`src/hid_key_report_builder_core_assert.svh`:
```
`ifndef HID_KEY_REPORT_BUILDER_CORE_ASSERT_SVH
`define HID_KEY_REPORT_BUILDER_CORE_ASSERT_SVH

// Both macros expect clk and rst_n in the scope where they are used.

`define HKRB_ASSERT_IMP(name, ante, cons) \
  name: assert property (@(posedge clk) disable iff (!rst_n) (ante) |-> (cons)) \
    else $error("hkrb: same-cycle check failed");

`define HKRB_ASSERT_NEXT(name, ante, cons) \
  name: assert property (@(posedge clk) disable iff (!rst_n) (ante) |=> (cons)) \
    else $error("hkrb: next-cycle check failed");

`endif

```
`src/hkrb_pkg.sv`:
```
`default_nettype none

package hkrb_pkg;

  localparam int CFG_INDEX_W = 1;
  localparam int CFG_DATA_W  = 8;
  localparam int WORD_W      = 64;
  localparam int CNT_W       = 4;
  localparam int MAX_RESULTS = 5;

  localparam logic [CFG_INDEX_W-1:0] REG_NKRO_MODE  = 1'd0;
  localparam logic [CFG_INDEX_W-1:0] REG_REPORT_GAP = 1'd1;

  localparam logic [7:0] MOD_FIRST        = 8'hE0;
  localparam logic [7:0] MOD_LAST         = 8'hE7;
  localparam logic [7:0] FIRST_BITMAP_KEY = 8'h04;

  typedef enum logic [1:0] {
    KIND_KEY   = 2'd0,
    KIND_CLEAR = 2'd1,
    KIND_TICK  = 2'd2
  } kind_t;

  typedef enum logic [2:0] {
    OP_MOD    = 3'd0,
    OP_BITMAP = 3'd1,
    OP_SLOT   = 3'd2,
    OP_CLEAR  = 3'd3,
    OP_TICK   = 3'd4
  } op_t;

  // For OP_MOD code[2:0] is the modifier bit, for OP_BITMAP code is the bitmap bit.
  typedef struct packed {
    op_t        op;
    logic       press;
    logic [7:0] code;
    logic [7:0] mods;
  } cmd_t;

  typedef struct packed {
    logic       nkro_mode;
    logic [7:0] report_gap;
  } cfg_t;

endpackage

`default_nettype wire

```
`src/hkrb_front.sv`:
```
`default_nettype none

module hkrb_front #(
  parameter int NKRO_REPORT_BYTES = 32
) (
  input  wire logic          rst_n,
  input  wire hkrb_pkg::cfg_t cfg,
  input  wire logic          in_valid,
  output logic               in_ready,
  input  wire logic [1:0]    in_kind,
  input  wire logic [7:0]    in_key_code,
  input  wire logic [7:0]    in_extra_mods,
  input  wire logic          in_key_pressed,
  input  wire logic          q_full,
  output logic               q_push,
  output hkrb_pkg::cmd_t     q_cmd
);
  import hkrb_pkg::*;

  localparam int BITMAP_BYTES = NKRO_REPORT_BYTES - 1;

  logic [7:0] bit_k;
  logic       is_mod;
  logic       in_bitmap;
  logic       keep;

  assign in_ready  = !q_full;
  assign bit_k     = in_key_code - FIRST_BITMAP_KEY;
  assign is_mod    = (in_key_code >= MOD_FIRST) && (in_key_code <= MOD_LAST);
  assign in_bitmap = cfg.nkro_mode && ({1'b0, bit_k[7:3]} < 6'(BITMAP_BYTES));

  always_comb begin
    keep        = 1'b1;
    q_cmd.op    = OP_TICK;
    q_cmd.press = in_key_pressed;
    q_cmd.code  = in_key_code;
    q_cmd.mods  = in_extra_mods;
    unique case (in_kind)
      KIND_KEY: begin
        if (is_mod) begin
          q_cmd.op = OP_MOD;
        end else if (in_bitmap) begin
          q_cmd.op   = OP_BITMAP;
          q_cmd.code = bit_k;
        end else begin
          q_cmd.op = OP_SLOT;
        end
      end
      KIND_CLEAR: q_cmd.op = OP_CLEAR;
      KIND_TICK:  q_cmd.op = OP_TICK;
      default:    keep = 1'b0;
    endcase
  end

  assign q_push = in_valid && !q_full && keep && rst_n;

endmodule

`default_nettype wire

```
`src/hkrb_cmd_queue.sv`:
```
`default_nettype none

module hkrb_cmd_queue (
  input  wire logic           clk,
  input  wire logic           rst_n,
  input  wire logic           push,
  input  wire hkrb_pkg::cmd_t push_cmd,
  output logic                full,
  input  wire logic           pop,
  output logic                empty,
  output hkrb_pkg::cmd_t      head
);
  import hkrb_pkg::*;

  cmd_t       entry_r [2];
  logic       wptr_r;
  logic       wptr_nxt;
  logic       rptr_r;
  logic       rptr_nxt;
  logic [1:0] count_r;
  logic [1:0] count_nxt;
  logic       do_push;
  logic       do_pop;

  assign full    = (count_r == 2'd2);
  assign empty   = (count_r == 2'd0);
  assign head    = entry_r[rptr_r];
  assign do_push = push && !full;
  assign do_pop  = pop && !empty;

  always_comb begin
    wptr_nxt  = do_push ? !wptr_r : wptr_r;
    rptr_nxt  = do_pop ? !rptr_r : rptr_r;
    count_nxt = count_r + 2'(do_push) - 2'(do_pop);
  end

  always_ff @(posedge clk) begin
    if (!rst_n) begin
      wptr_r  <= 1'b0;
      rptr_r  <= 1'b0;
      count_r <= 2'd0;
    end else begin
      wptr_r  <= wptr_nxt;
      rptr_r  <= rptr_nxt;
      count_r <= count_nxt;
    end
    if (do_push) begin
      entry_r[wptr_r] <= push_cmd;
    end
  end

endmodule

`default_nettype wire

```
`src/hkrb_back.sv`:
```
`default_nettype none

module hkrb_back #(
  parameter int BOOT_KEY_SLOTS    = 6,
  parameter int NKRO_REPORT_BYTES = 32
) (
  input  wire logic           clk,
  input  wire logic           rst_n,
  input  wire hkrb_pkg::cfg_t cfg,
  input  wire logic           q_empty,
  input  wire hkrb_pkg::cmd_t q_data,
  output logic                q_pop,
  output logic                out_valid,
  input  wire logic           out_ready,
  output logic                out_report_type,
  output logic [1:0]          out_word_index,
  output logic [63:0]         out_report_word,
  output logic                out_last
);
  import hkrb_pkg::*;

  `include "hid_key_report_builder_core_assert.svh"

  localparam int BITMAP_BYTES = NKRO_REPORT_BYTES - 1;
  localparam int BITMAP_BITS  = BITMAP_BYTES * 8;
  localparam int BOOT_BYTES   = BOOT_KEY_SLOTS + 2;
  localparam int BOOT_WORDS   = (BOOT_BYTES + 7) / 8;
  localparam int NKRO_WORDS   = (NKRO_REPORT_BYTES + 7) / 8;

  typedef enum logic {ST_IDLE, ST_EMIT} state_t;

  state_t                 st_r, st_nxt;
  logic [7:0]             mods_r, mods_nxt;
  logic [7:0]             slots_r [BOOT_KEY_SLOTS];
  logic [7:0]             slots_nxt [BOOT_KEY_SLOTS];
  logic [BITMAP_BITS-1:0] bitmap_r, bitmap_nxt;
  logic                   boot_dirty_r, boot_dirty_nxt;
  logic                   nkro_dirty_r, nkro_dirty_nxt;
  logic [31:0]            tick_r, tick_nxt;
  logic [31:0]            next_send_r, next_send_nxt;
  logic [CNT_W-1:0]       word_cnt_r, word_cnt_nxt;
  logic [CNT_W-1:0]       n_boot_r, n_boot_nxt;
  logic [CNT_W-1:0]       total_r, total_nxt;
  logic                   out_valid_r, out_valid_nxt;
  logic                   out_type_r, out_type_nxt;
  logic [1:0]             out_index_r, out_index_nxt;
  logic [WORD_W-1:0]      out_word_r, out_word_nxt;
  logic                   out_last_r, out_last_nxt;

  logic [31:0]            tick_inc;
  logic                   tick_send;
  logic                   send_tick;
  logic                   load;
  logic                   slot_found;
  logic [CNT_W-1:0]       n_nkro;
  logic [CNT_W-1:0]       n_sum;
  logic                   sel_boot;
  logic [CNT_W-1:0]       sel_idx;
  logic [WORD_W-1:0]      sel_word;
  logic [BOOT_WORDS*WORD_W-1:0] boot_vec;
  logic [NKRO_WORDS*WORD_W-1:0] nkro_vec;

  assign tick_inc  = tick_r + 32'd1;
  assign tick_send = tick_inc > next_send_r;
  assign n_nkro    = nkro_dirty_r ? CNT_W'(NKRO_WORDS) : '0;
  assign n_sum     = (boot_dirty_r ? CNT_W'(BOOT_WORDS) : '0) + n_nkro;
  assign send_tick = q_pop && (q_data.op == OP_TICK) && tick_send;

  always_comb begin
    boot_vec = '0;
    boot_vec[7:0] = mods_r;
    for (int i = 0; i < BOOT_KEY_SLOTS; i++) begin
      boot_vec[(i + 2) * 8 +: 8] = slots_r[i];
    end
    nkro_vec = '0;
    nkro_vec[7:0] = mods_r;
    nkro_vec[8 +: BITMAP_BITS] = bitmap_r;
  end

  always_comb begin
    sel_boot = word_cnt_r < n_boot_r;
    sel_idx  = sel_boot ? word_cnt_r : (word_cnt_r - n_boot_r);
    sel_word = '0;
    if (sel_boot) begin
      for (int w = 0; w < BOOT_WORDS; w++) begin
        if (sel_idx == CNT_W'(w)) begin
          sel_word = boot_vec[w * WORD_W +: WORD_W];
        end
      end
    end else begin
      for (int w = 0; w < NKRO_WORDS; w++) begin
        if (sel_idx == CNT_W'(w)) begin
          sel_word = nkro_vec[w * WORD_W +: WORD_W];
        end
      end
    end
  end

  always_comb begin
    st_nxt         = st_r;
    mods_nxt       = mods_r;
    slots_nxt      = slots_r;
    bitmap_nxt     = bitmap_r;
    boot_dirty_nxt = boot_dirty_r;
    nkro_dirty_nxt = nkro_dirty_r;
    tick_nxt       = tick_r;
    next_send_nxt  = next_send_r;
    word_cnt_nxt   = word_cnt_r;
    n_boot_nxt     = n_boot_r;
    total_nxt      = total_r;
    out_type_nxt   = out_type_r;
    out_index_nxt  = out_index_r;
    out_word_nxt   = out_word_r;
    out_last_nxt   = out_last_r;
    q_pop          = 1'b0;
    load           = 1'b0;
    slot_found     = 1'b0;
    unique case (st_r)
      ST_IDLE: begin
        if (!q_empty) begin
          q_pop = 1'b1;
          unique case (q_data.op)
            OP_MOD: begin
              mods_nxt[q_data.code[2:0]] = q_data.press;
              if (cfg.nkro_mode) nkro_dirty_nxt = 1'b1;
              else boot_dirty_nxt = 1'b1;
            end
            OP_BITMAP: begin
              mods_nxt = q_data.press ? (mods_r | q_data.mods) : (mods_r & ~q_data.mods);
              for (int i = 0; i < BITMAP_BITS; i++) begin
                if (8'(i) == q_data.code) bitmap_nxt[i] = q_data.press;
              end
              nkro_dirty_nxt = 1'b1;
            end
            OP_SLOT: begin
              mods_nxt = q_data.press ? (mods_r | q_data.mods) : (mods_r & ~q_data.mods);
              for (int i = 0; i < BOOT_KEY_SLOTS; i++) begin
                if (!slot_found && ((slots_r[i] == q_data.code) ||
                                    (q_data.press && (slots_r[i] == 8'd0)))) begin
                  slot_found   = 1'b1;
                  slots_nxt[i] = q_data.press ? q_data.code : 8'd0;
                end
              end
              if (slot_found) boot_dirty_nxt = 1'b1;
            end
            OP_CLEAR: begin
              mods_nxt   = '0;
              bitmap_nxt = '0;
              for (int i = 0; i < BOOT_KEY_SLOTS; i++) begin
                slots_nxt[i] = 8'd0;
              end
              if (cfg.nkro_mode) nkro_dirty_nxt = 1'b1;
              else boot_dirty_nxt = 1'b1;
            end
            OP_TICK: begin
              tick_nxt = tick_inc;
              if (tick_send) begin
                next_send_nxt  = tick_inc + {24'd0, cfg.report_gap};
                boot_dirty_nxt = 1'b0;
                nkro_dirty_nxt = 1'b0;
                n_boot_nxt     = boot_dirty_r ? CNT_W'(BOOT_WORDS) : '0;
                total_nxt      = (n_sum > CNT_W'(MAX_RESULTS)) ? CNT_W'(MAX_RESULTS) : n_sum;
                word_cnt_nxt   = '0;
                if (n_sum != '0) st_nxt = ST_EMIT;
              end
            end
            default: ;
          endcase
        end
      end
      ST_EMIT: begin
        if (!out_valid_r || out_ready) begin
          load          = 1'b1;
          out_type_nxt  = !sel_boot;
          out_index_nxt = sel_idx[1:0];
          out_word_nxt  = sel_word;
          out_last_nxt  = (word_cnt_r == total_r - CNT_W'(1));
          word_cnt_nxt  = word_cnt_r + CNT_W'(1);
          if (word_cnt_r == total_r - CNT_W'(1)) st_nxt = ST_IDLE;
        end
      end
      default: st_nxt = ST_IDLE;
    endcase
    out_valid_nxt = load ? 1'b1 : (out_ready ? 1'b0 : out_valid_r);
  end

  always_ff @(posedge clk) begin
    if (!rst_n) begin
      st_r         <= ST_IDLE;
      mods_r       <= '0;
      bitmap_r     <= '0;
      boot_dirty_r <= 1'b0;
      nkro_dirty_r <= 1'b0;
      tick_r       <= '0;
      next_send_r  <= '0;
      word_cnt_r   <= '0;
      n_boot_r     <= '0;
      total_r      <= '0;
      out_valid_r  <= 1'b0;
      for (int i = 0; i < BOOT_KEY_SLOTS; i++) begin
        slots_r[i] <= 8'd0;
      end
    end else begin
      st_r         <= st_nxt;
      mods_r       <= mods_nxt;
      bitmap_r     <= bitmap_nxt;
      boot_dirty_r <= boot_dirty_nxt;
      nkro_dirty_r <= nkro_dirty_nxt;
      tick_r       <= tick_nxt;
      next_send_r  <= next_send_nxt;
      word_cnt_r   <= word_cnt_nxt;
      n_boot_r     <= n_boot_nxt;
      total_r      <= total_nxt;
      out_valid_r  <= out_valid_nxt;
      slots_r      <= slots_nxt;
    end
    out_type_r  <= out_type_nxt;
    out_index_r <= out_index_nxt;
    out_word_r  <= out_word_nxt;
    out_last_r  <= out_last_nxt;
  end

  assign out_valid       = out_valid_r;
  assign out_report_type = out_type_r;
  assign out_word_index  = out_index_r;
  assign out_report_word = out_word_r;
  assign out_last        = out_last_r;

  `HKRB_ASSERT_IMP(a_emit_in_range, st_r == ST_EMIT, (word_cnt_r < total_r) && (total_r <= CNT_W'(MAX_RESULTS)))
  `HKRB_ASSERT_NEXT(a_last_ends_run, load && out_last_nxt, (st_r == ST_IDLE) && out_valid_r && out_last_r)
  `HKRB_ASSERT_NEXT(a_send_clears_dirty, send_tick, !boot_dirty_r && !nkro_dirty_r)
  `HKRB_ASSERT_IMP(a_no_pop_while_emit, st_r == ST_EMIT, !q_pop)

endmodule

`default_nettype wire

```
`src/hid_key_report_builder_core.sv`:
```
`default_nettype none

// HID keyboard report builder: keeps a boot six-key report and an NKRO bitmap
// report and sends each dirty one on a time tick, once the rate gap has passed.
// The input channel carries key events, clear requests and ticks; the result
// channel carries 64-bit report words, boot report first, last set on the
// final word of a tick's run. Configuration writes take effect at once; the user
// must make them only while the block is idle, which the block does not enforce.
// Every key event, clear and tick enters a two-entry command queue after
// classification; the back end takes one command per cycle while it is idle
// and none while a sending tick emits its words.
// A sending tick then emits its words one per cycle while the receiver takes
// them, from the output register once the back end enters its emit state: up
// to five words, the ceiling of report length over eight bytes per dirty report.
// While the receiver stalls, the output word holds, the back end waits and
// in_ready falls once the queue is full.
// Reset clears all keys, modifiers, dirty flags and tick counters, sets NKRO
// mode and a report gap of two ticks.

module hid_key_report_builder_core #(
  parameter int BOOT_KEY_SLOTS    = 6,
  parameter int NKRO_REPORT_BYTES = 32
) (
  input  wire logic                             clk,
  input  wire logic                             rst_n,
  input  wire logic                             in_valid,
  output logic                                  in_ready,
  input  wire logic [1:0]                       in_kind,
  input  wire logic [7:0]                       in_key_code,
  input  wire logic [7:0]                       in_extra_mods,
  input  wire logic                             in_key_pressed,
  output logic                                  out_valid,
  input  wire logic                             out_ready,
  output logic                                  out_report_type,
  output logic [1:0]                            out_word_index,
  output logic [63:0]                           out_report_word,
  output logic                                  out_last,
  input  wire logic                             cfg_we,
  input  wire logic [hkrb_pkg::CFG_INDEX_W-1:0] cfg_index,
  input  wire logic [hkrb_pkg::CFG_DATA_W-1:0]  cfg_wdata
);
  import hkrb_pkg::*;

  cfg_t cfg_r, cfg_nxt;
  logic q_full;
  logic q_push;
  cmd_t q_cmd;
  logic q_pop;
  logic q_empty;
  cmd_t q_head;

  always_comb begin
    cfg_nxt = cfg_r;
    if (cfg_we) begin
      unique case (cfg_index)
        REG_NKRO_MODE:  cfg_nxt.nkro_mode  = cfg_wdata[0];
        REG_REPORT_GAP: cfg_nxt.report_gap = cfg_wdata;
        default: ;
      endcase
    end
  end

  always_ff @(posedge clk) begin
    if (!rst_n) begin
      cfg_r.nkro_mode  <= 1'b1;
      cfg_r.report_gap <= 8'd2;
    end else begin
      cfg_r <= cfg_nxt;
    end
  end

  hkrb_front #(
    .NKRO_REPORT_BYTES(NKRO_REPORT_BYTES)
  ) u_front (
    .rst_n         (rst_n),
    .cfg           (cfg_r),
    .in_valid      (in_valid),
    .in_ready      (in_ready),
    .in_kind       (in_kind),
    .in_key_code   (in_key_code),
    .in_extra_mods (in_extra_mods),
    .in_key_pressed(in_key_pressed),
    .q_full        (q_full),
    .q_push        (q_push),
    .q_cmd         (q_cmd)
  );

  hkrb_cmd_queue u_queue (
    .clk     (clk),
    .rst_n   (rst_n),
    .push    (q_push),
    .push_cmd(q_cmd),
    .full    (q_full),
    .pop     (q_pop),
    .empty   (q_empty),
    .head    (q_head)
  );

  hkrb_back #(
    .BOOT_KEY_SLOTS   (BOOT_KEY_SLOTS),
    .NKRO_REPORT_BYTES(NKRO_REPORT_BYTES)
  ) u_back (
    .clk            (clk),
    .rst_n          (rst_n),
    .cfg            (cfg_r),
    .q_empty        (q_empty),
    .q_data         (q_head),
    .q_pop          (q_pop),
    .out_valid      (out_valid),
    .out_ready      (out_ready),
    .out_report_type(out_report_type),
    .out_word_index (out_word_index),
    .out_report_word(out_report_word),
    .out_last       (out_last)
  );

endmodule

`default_nettype wire
```
`config.mk`:
```
export PLATFORM = sky130hd
export DESIGN_NAME = hid_key_report_builder_core
export DESIGN_NICKNAME = d
export VERILOG_FILES = /design/src/hkrb_pkg.sv /design/src/hkrb_front.sv /design/src/hkrb_cmd_queue.sv /design/src/hkrb_back.sv /design/src/hid_key_report_builder_core.sv
export VERILOG_INCLUDE_DIRS = /design/src /design/src/src
export SDC_FILE = /design/constraint.sdc
export NUM_CORES = 1
export LEC_CHECK = 0
export BUFFER_PORTS_ARGS = -buffer_cell sky130_fd_sc_hd__buf_2
export CAP_MARGIN = 20
export CORE_MARGIN = 5
export CORE_UTILIZATION = 45
export CTS_BUF_LIST = sky130_fd_sc_hd__clkbuf_4 sky130_fd_sc_hd__clkbuf_8
export DETAILED_ROUTE_END_ITERATION = 10
export GPL_TIMING_DRIVEN = 0
export SLEW_MARGIN = 10
export SYNTH_ARGS = -nofsm -noshare
export SYNTH_HDL_FRONTEND = slang
export SYNTH_SLANG_ARGS = --single-unit
```
`constraint.sdc`:
```
create_clock -name clk -period 4.65 [get_ports clk]
set_clock_uncertainty 0.2 [all_clocks]
set_input_delay 0.6975 -clock clk [delete_from_list [all_inputs] [get_ports clk]]
set_output_delay 0.6975 -clock clk [all_outputs]
set_load 0.01 [all_outputs]
```
==> metrics.cfg <==
[clock_network]
cts.sinks = 500
clockRootBuffer = clkbuf_8
clock_tree.buffer_depth = 3
clk_latency_ns = 0.71
clk_pin_slew_ns = 0.06
htreeDepth = 3
cts_buffers = 91
cts_tree = built

[grt]
grt_usage_pct = 30.8
grt_overflow = 0
grt_pass1_vias = 23778
antenna_found_initial = 1
grt_max_degree = 61
grt_pass1_wl_mm = 150

[synthesis]
synth_edf_count = 108
ys_seq_elements = 500
synth_compound_area_share_pct = 15.3
syn_inst = 3238
synth_top_family_by_area = simple AND/OR/NAND/NOR gates
synthXorXnorAreaFrac_pct = 4.32
synthArstFlopShare_pct = 0
synth-simple-area-share_pct = 19.5
yosysWarnings = 0
synth_mux_area_share_pct = 12.6
ys.flop_type = dfxtp_1
synth.most_common_cell = nand2_1
yosys.area.top_type = dfxtp_1
seq_area_frac_synth_pct = 41.5
synth_cell_types = 76
synth_area_sq_um = 26700
yosys-top-cells-area = dfxtp_1, edfxtp_1, mux2i_1, nand2_1, a21oi_1
netlist.area_leader.share_pct = 29.3
synth_nets = 3321
synthAdderAreaFrac_pct = 2.37
syn_avg_cell_area_sq_um = 8.26
yosys-top-cells-count = nand2_1, dfxtp_1, a21oi_1

[die]
std_cell_rows = 89
die_y_um = 254
die_area_sq_um = 64400
dieWidth_um = 254
io-pin-count = 103
coreArea_sq_um = 58900
initial_core_util_pct = 45.4

[setup_path]
rrSetupSlack_ns = 0.04
r2r-start = u_back.word_cnt_r[0]
path_class = flip-flop to flip-flop
start_kind = flip-flop
critPathArrivalTime_ns = 4.85
reg2reg_to = u_back.out_report_word[18]
cp_max_fo = 10
rr_worst_depth = 13
cp.required_ns = 4.89
end_kind = flip-flop

[placed_design]
io_buffers = 99
post-place-cells = 4117
place_ws_ns = -1.43
gp_congestion = 0.992
place_hpwl_mm = 76.9

[sta]
finalHoldViolCount = 0
fin_crit_ns = 4.61
setup_viol = 0
whs_ns = 0.0412
fin_crit_sh_pct = 99.1
rsz0062_at_grt = true
tightestPinTransition_ns = 1.22
worst_slack_ns = 0.0428
relSlewSlack_pct = 18.1
final_max_slew_viol_count = 0
max_freq_ghz = 0.217

[min_path]
hp-class = input pin to flip-flop
whs_endpoint = u_queue.entry_r[1][9]
min_delay_path_depth = 1
hold_path.startpoint = in_key_code[1]

[pwr]
power-per-cell-area_nw_per_um2 = 438
static-leakage-power_nw = 11.2
ir_drop_mv = 0.217

[run_status]
status = completed

[final_layout]
final_nets = 3536
drive_gt1_share_pct = 11.0
final_util_pct = 51.8
instances_no_fill = 4300
areaGrowthSynthToFinish_pct = 14.2
nFillCells = 5685

[job]
maxCapViolations = 0

[route]
vias_per_cell = 5.89
wire_per_inst_um = 23.9
drc = 0
drtPass1Iterations = 6
num_vias = 25345
wirelength_mm = 103
detail-route-antenna-nets = 0
drtIter0Drc = 2523

worst max path at each step:
stage / startpoint / end / slack, ns / cells past startpoint
global route: u_back.tick_r[1] / u_back.next_send_r[17] / -0.008 / 16
finish: u_back.word_cnt_r[0] / u_back.out_report_word[18] / 0.04 / 13
detailed placement: u_back.tick_r[1] / u_back.next_send_r[16] / -1.43 / 17
floorplan: u_back.tick_r[16] / u_back.word_cnt_r[1] / 0.59 / 17
CTS: u_back.tick_r[1] / u_back.next_send_r[11] / -0.002 / 17
global placement: u_back.tick_r[1] / u_back.next_send_r[9] / -1.45 / 17
area by class of cell:
cell class / count / area, sq um / area share, %
multi-input combinational: 2428 / 14600 / 47.8
tap: 773 / 967 / 3.17
clock inverter: 20 / 108 / 0.352
antenna: 2 / 5.00 / 0.0164
sequential: 500 / 11100 / 36.3
clock buffer: 145 / 1800 / 5.88
timing repair buffer: 127 / 764 / 2.50
inverter: 60 / 228 / 0.746
buffer: 245 / 982 / 3.22
state kept, by name, indices dropped and copies added (netlist names), named ones only:
name and cells:
cfg_r 9, u_back.bitmap_r 248, u_back.boot_dirty_r 1, u_back.boot_vec 48
u_back.next_send_r 32, u_back.nkro_dirty_r 1, u_back.out_last 1, u_back.out_report_type 1
u_back.out_report_word 64, u_back.out_valid 1, u_back.out_word_index 2, u_back.st_r 1
u_back.tick_r 32, u_back.total_r 2, u_back.word_cnt_r 4, u_queue.count_r 2
u_queue.entry_r 40, u_queue.rptr_r 1, u_queue.wptr_r 1
cell usage in the layout, fill, tap and decap left out, types with 5 or more instances in the layout:
cell / count
a211oi_1: 13
a21oi_1: 344
a22o_1: 48
a31oi_1: 6
and2_1: 10
and3_1: 9
and4_1: 9
buf_1: 28
buf_2: 126
buf_4: 16
clkbuf_1: 179
clkbuf_2: 6
clkbuf_4: 36
clkbuf_8: 113
clkinv_1: 7
clkinv_2: 9
dfxtp_1: 391
dlygate4sd3_1: 9
edfxtp_1: 108
ha_1: 49
inv_1: 54
mux2_2: 19
mux2i_1: 299
mux2i_4: 5
nand2_1: 585
nand2b_1: 8
nand3_1: 162
nand4_1: 22
nor2_1: 284
nor2b_1: 5
nor3_1: 30
nor4_1: 32
o21a_1: 16
o21ai_0: 184
o22ai_1: 62
or2_2: 5
or3_1: 11
xnor2_1: 94
xor2_1: 36
kinds of logic after synthesis:
group                    count (synthesis)
AND/OR/NAND/NOR                       1206
AO/OA/AOI/OAI                          715
flip-flops                             500
multiplexers                           326
buffers and inverters                  310
XOR/XNOR                               131
adder cells (fa/ha/maj)                 50
metal layers:
layer	GRT usage [%]	routed length [um]	vias up	part of all wire, %
met5	0	0	-	0
met4	16.6	6130	0	6.0
met3	5.11	8080	240	7.9
met2	49.2	46800	1234	46
met1	40.0	41800	12103	41
li1	-	-	11768	-
where the power goes:
group,switching (mW),internal (mW),leakage [nW]
Clock,1.96,2.44,1.01
Combinational,2.63,1.18,6.01
Sequential,0.292,4.85,4.17
Total,4.89,8.48,11.2
critical path, stage by stage (launching register included):
cell and delay [ns]:
dfxtp_1 0.62, inv_1 0.12, ha_1 0.26, ha_1 0.29
and3_1 0.21, clkbuf_1 0.25, inv_2 0.35, nand2_1 0.16
o21ai_4 0.16, buf_2 0.41, buf_2 0.43, mux2i_1 0.30
o22ai_1 0.27, a22o_1 0.32
stage by stage:
stage	total power, mW	instance area, sq um	TNS, ns
final	13.4	30500	0
after global routing	13.9	30500	-0.00845
after CTS	13.3	30400	-0.00163
after detailed placement	8.87	28300	-53.70
after global placement	8.79	28200	-53.23
after floorplan	7.57	26700	0
what timing repair did:
| item | CTS | global route |
|---|---|---|
| hold buffers | 9 | 0 |
| resized for setup | 33 | 20 |
| pin swaps | 1 | 7 |
| endpoints found under the setup margin | 73 | 52 |
| setup buffers | 0 | 9 |
| hold endpoints to repair | 18 | 0 |
No activity file was read; power rests on OpenSTA's default activity.
